==> src/pbplru_ram.sv <==
`timescale 1ns / 1ps
`default_nettype none

module pbplru_ram #(
  parameter int WIDTH = 8,
  parameter int DEPTH = 64
) (
  input  wire logic                     clk_i,
  input  wire logic                     we_i,
  input  wire logic [$clog2(DEPTH)-1:0] waddr_i,
  input  wire logic [WIDTH-1:0]         wdata_i,
  input  wire logic [$clog2(DEPTH)-1:0] raddr_i,
  output      logic [WIDTH-1:0]         rdata_o
);

  logic [WIDTH-1:0] mem_q [DEPTH];

  always_ff @(posedge clk_i) begin
    if (we_i) begin
      mem_q[waddr_i] <= wdata_i;
    end
    rdata_o <= mem_q[raddr_i];
  end

endmodule

`default_nettype wire

==> config.mk <==
export PLATFORM = sky130hd
export DESIGN_NAME = pbplru_ram
export DESIGN_NICKNAME = d
export VERILOG_FILES = /design/src/pbplru_ram.sv
export SDC_FILE = /design/constraint.sdc
export NUM_CORES = 1
export LEC_CHECK = 0
export BUFFER_PORTS_ARGS = -buffer_cell sky130_fd_sc_hd__buf_2
export CORE_MARGIN = 1.5
export CORE_UTILIZATION = 61
export CTS_BUF_LIST = sky130_fd_sc_hd__clkbuf_8
export DETAILED_ROUTE_END_ITERATION = 10
export PLACE_DENSITY = 0.78
export SKIP_LAST_GASP = 1
export SLEW_MARGIN = 20
export SYNTH_ARGS = -nofsm -noshare
export SYNTH_HDL_FRONTEND = slang
export SYNTH_SLANG_ARGS = --single-unit
==> constraint.sdc <==
create_clock -name clk_i -period 3.99 [get_ports clk_i]
set_clock_uncertainty 0.1 [all_clocks]
set_input_delay 0.1995 -clock clk_i [delete_from_list [all_inputs] [get_ports clk_i]]
set_output_delay 0.1995 -clock clk_i [all_outputs]
set_load 0.02 [all_outputs]
After elaboration in Yosys (flattened, before gate mapping) --
Memories as Yosys holds them, arrays and structs flattened. A register that Yosys moved wholly into a read port is not among the register bits. Index checks and enable logic that the tools add are counted.
Word-level totals: flip-flop bits (word level) 0, latch bits 0, RAM bits 512, memory bits (read-only) 0, input port bits 22, logic and storage cells 3, memories 1
Cells by class: $add $sub $neg 0, $mul 0, div/mod/pow operators 0, $lt $le $gt $ge 0, eq/ne operators 0, shift operators 0, multiplexer cells 2, bitwise operators 0, reduce and logical (&&, ||, !) cells 0
Memory list:
- mem_q | depth 64, bits a word 8, read ports 1, clocked after Yosys merged registers in 1, wr ports 1, line 16 | logic [WIDTH-1:0] mem_q [DEPTH];
Operator list (number):
- $mux 1 | 2

Longest topological paths before layout --
Gate-level depths: netlist of the first run.
word-level depth 2, depth in mapped cells 9

Worst setup path after synthesis of the first run --
OpenSTA, ideal clock, no wires.
kind input to register, start in raddr_i[1], end reg rdata_o[3], read port of mem_q, library setup time 0.128 ns, arrival time 1.739 ns, data required time 3.762 ns, setup slack 2.023 ns, cell stages on the path 7, path through buf_4 -> buf_2 -> buf_2 -> mux4_2 -> mux4_2 -> o21ai_1 -> o41ai_1
RTL lines:
- start: declaration | line 12 | input wire logic [$clog2(DEPTH)-1:0] raddr_i,
- end: declaration | line 13 | output logic [WIDTH-1:0] rdata_o

==> qor.txt, run 1 <==
Outcome = completed
Detail-routed via count per cell = 6.38
Mapped cell area = 20200 um2
Nets = 1035
Hold Path Depth = 1
CTS Sinks = 520
Sw frac = 0.221
PortBufs = 29
VDD IR-drop max = 0.000374 V
Final setup viols = 0
Most used DFF post-synth = edfxtp_1
Clock network fraction of total power = 0.374
Post-synthesis mux area share = 0.159
Cell Rows = 66
Reg-to-reg endpoint = rdata_o[6]
Synth area leader = edfxtp_1
Number of H-tree levels = 3
Critical path cell sequence = clkbuf_8, buf_4, mux4_2, mux4_2, nor2_1, o32ai_1
Period utilization = 0.538
Final min period = 2.15 ns
RSZ-0062 raised after global routing = false
Top Layer Used = met4
Met2 WL post-DR = 20800 um
Initial antenna violation count = 0
Number of enable flip-flop cells after synthesis = 512
Post-synth net total = 962
CP dominant cell by count = mux4_2
WHS Endpoint = mem_q[23][7]
Slew HR = 0.337
R2r startpoint = mem_q[21][6]
Reg clk slew, reported paths = 0.06 ns
Synth top area cells = edfxtp_1 76%, mux4_2 14%, nor2_1 1.5%, mux2i_1 1.1%, dfxtp_1 0.79%
Cells on worst reg2reg path = 5
Clk Latency, worst-skew pair = 0.61 ns
Root Buffer = clkbuf_8
Filler instances = 2060
Die Wd = 185 um
Setup WS pre-CTS = 1.20 ns
Crit Path Max Fanout = 40
Antenna Nets Post-Route = 0
Final HPWL DP = 24700 um
Max incr delay on CP = 0.55 ns
Synth top area share = 0.762
Max cap viols = 0
Synth Area in XOR/XNOR = 0
Area grow syn2layout = 9.67%
Hold slack = 0.0545 ns
PwrDens = 478 nW/um2
Total gr overflow = 0
Register bit total from synthesis = 520
DRC = 0
Slew @ Worst Pin = 0.992 ns
Hold Path Class = in2reg
Tot Pwr = 10.6 mW
Slowest CP cell = mux4_2
Layout cells sized above 1 = 0.261
Share of power burned in registers = 0.574
Core Area = 32500 um2
Longest Clk Path Bufs = 3
Total leakage power = 6.96 nW
Yosys warnings = 0
HP Start = wdata_i[7]
Vias = 9625
Final-report hold violation count = 0
Die area = 34200 um2
Critical path type = in2reg
Register area share after synthesis = 0.770
Initial DRC count = 1128
Yosys cell types = 40
Initial Util = 0.620
First-pass GRT wire length = 62600 um
Synth Area per Inst = 21.5 um2
Internal = 8.23 mW
Adder-cell share of the synthesized area = 0
First drt pass iteration count = 6
Per-cell routed wire length = 28.0 um
Final WS setup = 1.84 ns
Largest net degree at the start of global routing = 65
Cells after Synth = 940
Worst EP arrival = 2.50 ns
Gate power share = 0.052
Post-synth ARST share = 0
M1 wire length = 16300 um
DIE HEIGHT = 185 um
GRT Util Overall = 0.260
Critical Path RT = 4.35 ns
Post-synthesis simple-gate area fraction = 0.0339
Vias in the first global route = 10000
Leading post-synthesis cells by instance count = 512 x edfxtp_1, 126 x mux4_2, 83 x nor2_1, 23 x mux2i_1, 19 x nand2_1
P_sw = 2.34 mW
Buf/Inv on CP = 2
GPL Wtd Cong = 0.811
CP Capture Type = flop
DR WL met3 = 3610 um
Worst setup SP type = input port
# diodes = 0
Post-CTS Repair Setup Buffers = 0
R2R setup slack = 1.87 ns
CTS tree = done
Routed WL = 42200 um
Ports = 30
Largest family of logic cells by synthesized area = multiplexers
Count leader, synth = edfxtp_1
Achievable Freq = 0.466 GHz
Slew Limit Fails = 0
Crit path max-delay family = multiplexers
TritonCTS buffer count = 80
Compound-Gate Fraction of Synth Area = 0.0207
CTS resizes = 0
Sum Neg Setup Slack = 0 ns
==> registers in the layout, indices dropped and copies added, names as in the netlist <==
register and flops:
mem_q 512, rdata_o 8
==> worst reg2reg max path, cell delays in order, from the launching register on <==
cell and delay, ns:
edfxtp_1 0.38, mux4_2 0.47, mux2_2 0.29, o221a_2 0.27, nor3_1 0.34, o32ai_1 0.14
==> per-layer routing <==
layer / up-vias / global-route usage
met3: 97 / 0.0488
met2: 496 / 0.412
li1: 4085 / -
met5: - / 0
met4: 0 / 0.102
met1: 4947 / 0.364
==> power by group through the flow <==
| stage | Combinational [mW] | Clock, mW | Sequential, mW |
|---|---|---|---|
| 3_3_place_gp | 0.535 | 0 | 6.18 |
| 2_1_floorplan | 0.322 | 0 | 6.18 |
| 5_1_grt | 0.582 | 4.23 | 6.06 |
| 4_1_cts | 0.550 | 3.99 | 6.07 |
| 6_report | 0.549 | 3.95 | 6.06 |
| 3_5_place_dp | 0.548 | 0 | 6.18 |
==> stage by stage <==
| step | cells | util | cell area, um2 |
|---|---|---|---|
| 6_report | 1509 | 0.680 | 22100 |
| 5_1_grt | 1509 | 0.680 | 22100 |
| 4_1_cts | 1509 | 0.679 | 22100 |
| 3_5_place_dp | 1372 | 0.636 | 20700 |
| 3_3_place_gp | 1372 | 0.636 | 20700 |
| 2_1_floorplan | 940 | - | 20200 |
==> final cells by class <==
type | instances | area (um2) | area share
Clock inverter | 54 | 264 | 0.0119
Clock buffer | 82 | 1130 | 0.0510
Sequential cell | 520 | 15500 | 0.702
Tap cell | 442 | 553 | 0.0250
Multi-Input combinational cell | 369 | 4330 | 0.196
Timing Repair Buffer | 42 | 312 | 0.0141
==> what timing repair did <==
action | 4_1_cts | 5_1_grt
hold endpoints to repair | 6 | 0
hold buffers | 1 | 0
setup endpoints to repair | 0 | 0
==> cell families (layout without fill, tap and decap cells) <==
family / Yosys count / in the layout
buffers and inverters: 51 / 178
and+or+nand+nor: 153 / 153
AOI/OAI and AO/OA: 54 / 54
DFF: 520 / 520
muxes: 162 / 162
==> how the worst max path moves through the flow <==
stage / depth (start not counted) / to / slack, ns / from
after floorplan: 7 / rdata_o[3] / 2.02 / raddr_i[1]
after global placement: 6 / rdata_o[4] / 1.21 / raddr_i[0]
after detailed placement: 6 / rdata_o[4] / 1.20 / raddr_i[0]
after CTS: 6 / rdata_o[4] / 1.83 / raddr_i[0]
after global routing: 6 / rdata_o[4] / 1.71 / raddr_i[0]
final: 6 / rdata_o[4] / 1.84 / raddr_i[0]
==> cells in the final DEF, fill, tap and decap left out, drive strengths merged, types with 4 or more instances in the layout <==
master	Yosys	routed
o21ai	4	4
nand2b	7	7
mux4	126	126
nor3	7	7
buf	34	40
mux2	13	13
edfxtp	512	512
mux2i	23	23
dfxtp	8	8
clkinv	0	21
inv	0	31
a221oi	6	6
nor2b	14	14
clkbuf	17	83
nand2	19	19
nand3	13	13
a211oi	4	4
nor2	83	83
o221ai	8	8
o22ai	8	8
No activity file was read; power rests on OpenSTA's default activity.
==> run 2: changes to the inputs <==
Settings changed: ABC_AREA set to 1.
Clock period 3.99 ns to 2.1 ns, I/O delays scaled along.
==> run 2 against run 1 <==
Combinational power grew to 2.5 times the previous value. Global-route usage grew 3.2 points. Sequential share of layout area decreased by 4.6 points. Cell area increased by 7.0%. Clock power grew 85%. Flip-flop and latch count unchanged. Power up 91%. Via count increased by 49%. Area after synthesis rose by 5.8%. Sequential power grew 90%. Register-to-register slack got worse by 1.6 ns.
==> qor.txt, run 2 <==
Outcome = completed (unchanged)
Leading post-synthesis cells by instance count = 648 x nand2_1, 512 x edfxtp_1, 439 x nand3_1, 56 x nor2_1, 37 x buf_2 (was 512 x edfxtp_1, 126 x mux4_2, 83 x nor2_1, 23 x mux2i_1, 19 x nand2_1)
Compound-Gate Fraction of Synth Area = 0 (was 0.0207)
Crit Path Max Fanout = 17 (was 40)
Register bit total from synthesis = 520 (unchanged)
Reg clk slew, reported paths = 0.06 ns (about the same)
R2r startpoint = mem_q[47][4] (was mem_q[21][6])
Post-synth net total = 1827 (was 962)
Sum Neg Setup Slack = 0 ns (unchanged)
Area grow syn2layout = 10.9% (was 9.67%)
Worst Setup SP = raddr_i[4] (was raddr_i[0])
Max reg flops = 512 (unchanged)
Period utilization = 0.958
Worst setup SP type = input port (unchanged)
Total leakage power = 8.81 nW (was 6.96 nW)
Slew @ Worst Pin = 1.09 ns (was 0.992 ns)
Cells after Synth = 1805 (was 940)
Register area share after synthesis = 0.728 (was 0.770)
Mapped cell area = 21300 um2 (was 20200 um2)
Routed WL = 51200 um (was 42200 um)
Yosys warnings = 0 (unchanged)
Hold buffers post-CTS = 8 (was 1)
Detail-routed via count per cell = 5.93 (was 6.38)
Per-cell routed wire length = 21.1 um (was 28.0 um)
PwrDens = 855 nW/um2 (was 478 nW/um2)
Clk Latency, worst-skew pair = 0.61 ns (about the same)
Placed Cells = 2282 (was 1372)
CTS resizes = 0 (unchanged)
Final min period = 2.01 ns
Number of enable flip-flop cells after synthesis = 512 (unchanged)
Cells on worst reg2reg path = 9 (was 5)
Synth top area cells = edfxtp_1 72%, nand2_1 11%, nand3_1 10%, buf_6 1.8%, nor2_1 0.99% (was edfxtp_1 76%, mux4_2 14%, nor2_1 1.5%, mux2i_1 1.1%, dfxtp_1 0.79%)
Most frequent cells in the layout = 648 x nand2_1, 512 x edfxtp_1, 439 x nand3_1, 94 x buf_4, 83 x clkbuf_8 (was 512 x edfxtp_1, 126 x mux4_2, 83 x nor2_1, 83 x clkbuf_8, 26 x inv_1)
Achievable Freq = 0.497 GHz
Hold Path Class = in2reg (unchanged)
Vias = 14400 (was 9625)
DIE HEIGHT = 190 um (was 185 um)
Critical Path RT = 2.50 ns (was 4.35 ns)
Cell Rows = 68 (was 66)
Post-CTS Repair Setup Buffers = 0 (unchanged)
Yosys cell types = 16 (was 40)
Worst EP arrival = 2.41 ns (was 2.50 ns)
Final setup viols = 0 (unchanged)
Most used DFF post-synth = edfxtp_1 (unchanged)
Reg-to-reg endpoint = rdata_o[4] (was rdata_o[6])
First-pass GRT wire length = 78800 um (was 62600 um)
Adder-cell share of the synthesized area = 0 (unchanged)
Commonest non-fill, non-tap cell in the layout = nand2_1 (was edfxtp_1)
Nets = 1937 (was 1035)
Largest net degree at the start of global routing = 95 (was 65)
First drt pass iteration count = 6 (unchanged)
GRT Util Overall = 0.291 (was 0.260)
Max cap viols = 0 (unchanged)
Tot Pwr = 20.2 mW (was 10.6 mW)
RSZ-0062 raised after global routing = false (unchanged)
PortBufs = 29 (unchanged)
Initial DRC count = 1990 (was 1128)
Longest Clk Path Bufs = 3 (unchanged)
Number of H-tree levels = 3 (unchanged)
Post-Layout Cell Count = 2425 (was 1509)
Worst Setup EP = rdata_o[4] (unchanged)
Final-report hold violation count = 0 (unchanged)
Initial Util = 0.619 (was 0.620)
CTS Sinks = 520 (unchanged)
Ports = 30 (unchanged)
Post-synthesis simple-gate area fraction = 0.232 (was 0.0339)
Slew HR = 0.270 (was 0.337)
Slew Limit Fails = 0 (unchanged)
Largest family of logic cells by synthesized area = simple AND/OR/NAND/NOR gates (was multiplexers)
Total gr overflow = 0 (unchanged)
CP Capture Type = flop (unchanged)
VDD IR-drop max = 0.000593 V (was 0.000374 V)
Synth top area share = 0.720 (was 0.762)
Vias in the first global route = 13800 (was 10000)
Final HPWL DP = 30000 um (was 24700 um)
Synth Area in XOR/XNOR = 0 (unchanged)
Count leader, synth = nand2_1 (was edfxtp_1)
Core Area = 34500 um2 (was 32500 um2)
Layout cells sized above 1 = 0.118 (was 0.261)
GPL Wtd Cong = 0.855 (was 0.811)
Synth area leader = edfxtp_1 (unchanged)
Biggest register = mem_q (unchanged)
Initial antenna violation count = 2 (was 0)
Post-synthesis mux area share = 0 (was 0.159)
Critical path type = in2reg (unchanged)
DRC = 0 (unchanged)
R2R setup slack = 0.25 ns (was 1.87 ns)
Placed Instance Area = 22200 um2 (was 20700 um2)
TritonCTS buffer count = 78 (was 80)
Registers with the most flip-flops = mem_q x512, rdata_o x8 (unchanged)
Post-synth ARST share = 0 (unchanged)
CTS tree = done (unchanged)
Area of all placed cells without fillers = 23700 um2 (was 22100 um2)
Die Wd = 190 um (was 185 um)
Die area = 36100 um2 (was 34200 um2)
Root Buffer = clkbuf_8 (unchanged)
Antenna Nets Post-Route = 0 (unchanged)
Synth Area per Inst = 11.8 um2 (was 21.5 um2)
[run 2: changes by cell type in the layout (fill, tap and decap cells not counted), moves of 13 or more]
cell	before	now
buf_4	17	94
nand3_1	13	439
mux2_2	13	0
nand2_1	19	648
mux4_2	126	0
mux2i_1	23	0
nor2_1	83	56
nor2b_1	14	0
[run 2: per-layer routing]
layer | global-route usage | up-vias | part of all wire
met2 | 0.455 | 848 | 0.48
met5 | 0 | - | 0
met4 | 0.118 | 0 | 0.030
met3 | 0.0666 | 121 | 0.11
li1 | - | 6571 | -
met1 | 0.400 | 6835 | 0.38
[run 2: cell families (layout without fill, tap and decap cells)]
kind of cell,count (synthesis),in the layout
other,0,1
DFF,520,520
buffers and inverters,125,289
and+or+nand+nor,1160,1160
[run 2: through the flow]
stage,utilization,worst slack (ns),hold slack [ns]
floorplan,-,0.129,0.104
global placement,0.645,0.283,0.347
detailed placement,0.645,0.229,0.354
CTS,0.686,0.173,0.00537
global route,0.686,0.0632,0.0136
finish,0.686,0.0874,0.0335
[run 2: worst min path at each step]
stage | from | endpoint | slack (ns) | cells past startpoint
floorplan | wdata_i[0] | mem_q[0][0] | 0.10 | 0
global placement | raddr_i[5] | rdata_o[0] | 0.35 | 3
detailed placement | raddr_i[5] | rdata_o[3] | 0.35 | 3
CTS | waddr_i[0] | mem_q[52][4] | 0.005 | 3
global route | waddr_i[0] | mem_q[52][4] | 0.01 | 3
finish | waddr_i[0] | mem_q[52][4] | 0.03 | 3
[run 2: report_power, final]
part	total, mW	switching, mW	internal (mW)
Sequential	11.5	0.0448	11.5
Clock	7.31	3.68	3.63
Combinational	1.39	1.01	0.373
[run 2: worst max-delay path, cell delays in order]
cell and delay, ns:
dlygate4sd3_1 0.58, buf_2 0.26, inv_1 0.48, nand3_1 0.26, nand3_1 0.11, dlygate4sd3_1 0.56
nand2_1 0.05
[run 2: area by class of cell]
| type | count | area (um2) |
|---|---|---|
| Antenna cell | 1 | 2.50 |
| Clock buffer | 83 | 1140 |
| Clock inverter | 51 | 215 |
| Fill cell | 2387 | 10800 |
| Inverter | 12 | 52.6 |
| Multi-Input combinational cell | 1160 | 4950 |
| Sequential cell | 520 | 15500 |
| Tap cell | 455 | 569 |
| Timing Repair Buffer | 143 | 1190 |
==> run 3: changes to the inputs <==
Settings changed: PLACE_DENSITY 0.78 to 0.79.
==> run 3 against run 2 <==
Register-to-register slack worse by 0.03 ns. Sequential power about the same. Maximum frequency increased by 4.0%. Critical endpoint is now rdata_o[0]. Largest power group unchanged.
==> qor.txt, run 3 (synthesis results as in run 2) <==
Max cap viols = 0 (unchanged)
GPL Wtd Cong = 0.843 (was 0.855)
Initial DRC count = 1946 (was 1990)
Ports = 30 (unchanged)
Initial antenna violation count = 1 (was 2)
PortBufs = 29 (unchanged)
Final setup viols = 0 (unchanged)
Outcome = completed (unchanged)
Total gr overflow = 0 (unchanged)
Reg clk slew, reported paths = 0.07 ns (was 0.06 ns)
Slew @ Worst Pin = 0.674 ns (was 1.09 ns)
Biggest register = mem_q (unchanged)
CP Capture Type = flop (unchanged)
CTS tree = done (unchanged)
Nets = 1947 (was 1937)
Layout cells sized above 1 = 0.121 (was 0.118)
Detail-routed via count per cell = 5.95 (was 5.93)
Max reg flops = 512 (unchanged)
Internal = 15.5 mW (about the same)
Initial Util = 0.619 (unchanged)
Largest net degree at the start of global routing = 129 (was 95)
DIE HEIGHT = 190 um (unchanged)
Final Core Density = 0.690 (was 0.686)
Gate power share = 0.069 (about the same)
Root Buffer = clkbuf_8 (unchanged)
Die area = 36100 um2 (unchanged)
Final HPWL DP = 29600 um (was 30000 um)
Worst EP arrival = 2.36 ns (was 2.41 ns)
Area grow syn2layout = 11.5% (was 10.9%)
Die Wd = 190 um (unchanged)
Cells on worst reg2reg path = 9 (unchanged)
DRC = 0 (unchanged)
Share of power burned in registers = 0.567 (was 0.570)
PwrDens = 854 nW/um2 (was 855 nW/um2)
Achievable Freq = 0.517 GHz (was 0.497 GHz)
Hold slack = 0.126 ns (was 0.0335 ns)
CTS Sinks = 520 (unchanged)
Final-report hold violation count = 0 (unchanged)
TritonCTS buffer count = 78 (unchanged)
VDD IR-drop max = 0.000558 V (was 0.000593 V)
Total leakage power = 8.87 nW (was 8.81 nW)
Antenna Nets Post-Route = 0 (unchanged)
Vias in the first global route = 14000 (was 13800)
Area of all placed cells without fillers = 23800 um2 (was 23700 um2)
Critical Path RT = 2.52 ns (was 2.50 ns)
Worst setup SP type = input port (unchanged)
Vias = 14500 (was 14400)
Sw frac = 0.235 (was 0.234)
Final min period = 1.94 ns (was 2.01 ns)
Placed Cells = 2285 (was 2282)
RSZ-0062 raised after global routing = false (unchanged)
Period utilization = 0.922 (was 0.958)
Post-Layout Cell Count = 2442 (was 2425)
Critical path type = in2reg (unchanged)
Per-cell routed wire length = 21.0 um (was 21.1 um)
Registers with the most flip-flops = mem_q x512, rdata_o x8 (unchanged)
Placed Instance Area = 22200 um2 (about the same)
P_sw = 4.78 mW (was 4.73 mW)
Commonest non-fill, non-tap cell in the layout = nand2_1 (unchanged)
Crit Path Max Fanout = 17 (unchanged)
Core Area = 34500 um2 (unchanged)
Slew Limit Fails = 0 (unchanged)
Filler instances = 2350 (was 2387)
Sum Neg Setup Slack = 0 ns (unchanged)
Hold Path Class = in2reg (unchanged)
Longest Clk Path Bufs = 3 (unchanged)
Hold Path Depth = 3 (unchanged)
Clk Latency, worst-skew pair = 0.63 ns (was 0.61 ns)
First-pass GRT wire length = 78300 um (was 78800 um)
Slew HR = 0.551 (was 0.270)
Clock network fraction of total power = 0.363 (was 0.361)
Routed WL = 51200 um (about the same)
GRT Util Overall = 0.290 (was 0.291)
Most frequent cells in the layout = 648 x nand2_1, 512 x edfxtp_1, 439 x nand3_1, 97 x buf_4, 83 x clkbuf_8 (was 648 x nand2_1, 512 x edfxtp_1, 439 x nand3_1, 94 x buf_4, 83 x clkbuf_8)
Cell Rows = 68 (unchanged)
First drt pass iteration count = 7 (was 6)
Number of H-tree levels = 3 (unchanged)
[run 3: cell types whose count changed in the layout (fill, tap and decap cells not counted)]
| cell | delta |
|---|---|
| dlygate4sd3_1 | +7 |
| inv_1 | -2 |
| buf_4 | +3 |
| inv_6 | +1 |
| clkinv_2 | +3 |
| clkinv_1 | +5 |
[run 3: power groups by stage]
stage	sequential (mW)	clock, mW	combinational [mW]
finish	11.5	7.38	1.41
global route	11.5	7.90	1.52
CTS	11.5	7.46	1.39
detailed placement	11.7	0	1.36
global placement	11.7	0	1.33
floorplan	11.8	0	0.807
[run 3: layout make-up]
type / instances / area, um2 / area share
inverter: 12 / 52.6 / 0.00221
multi-input combinational: 1160 / 4950 / 0.208
tap: 455 / 569 / 0.0239
clock inverter: 58 / 250 / 0.0105
sequential: 520 / 15500 / 0.653
timing repair buffer: 153 / 1280 / 0.0540
clock buffer: 83 / 1140 / 0.0480
antenna: 1 / 2.50 / 0.000105
[run 3: final timing paths]
kind | start | to | slack, ns
setup / recovery | raddr_i[4] | rdata_o[0] | 0.16
hold / removal | waddr_i[4] | mem_q[16][6] | 0.13
setup reg to reg | mem_q[45][0] | rdata_o[0] | 0.22
hold reg to reg | mem_q[40][6] | rdata_o[6] | 0.70
[run 3: metrics by stage]
stage                     total power [mW]  setup WS, ns
after floorplan                       12.6         0.129
after global placement                13.1         0.324
after detailed placement              13.1         0.318
after CTS                             20.4         0.249
after global routing                  20.9         0.104
final                                 20.3         0.165
[run 3: repair_timing]
action / in CTS / in global routing
endpoints found under the hold margin: 489 / 0
gates resized for setup: 0 / 0
setup endpoints to repair: 0 / 0
buffers inserted: 0 / 0
hold buffers: 15 / 0
[run 3: routing by layer]
layer,GRT usage,vias to the layer above,share of wire
li1,-,6596,-
met5,0,-,0
met2,0.456,898,0.48
met1,0.399,6912,0.38
met3,0.0529,117,0.10
met4,0.132,0,0.036
[run 3: worst max-delay path: stages]
cell and delay (ns):
dlygate4sd3_1 0.56, buf_2 0.24, inv_1 0.52, nand3_1 0.19, nand3_1 0.11, dlygate4sd3_1 0.56
nand2_1 0.06
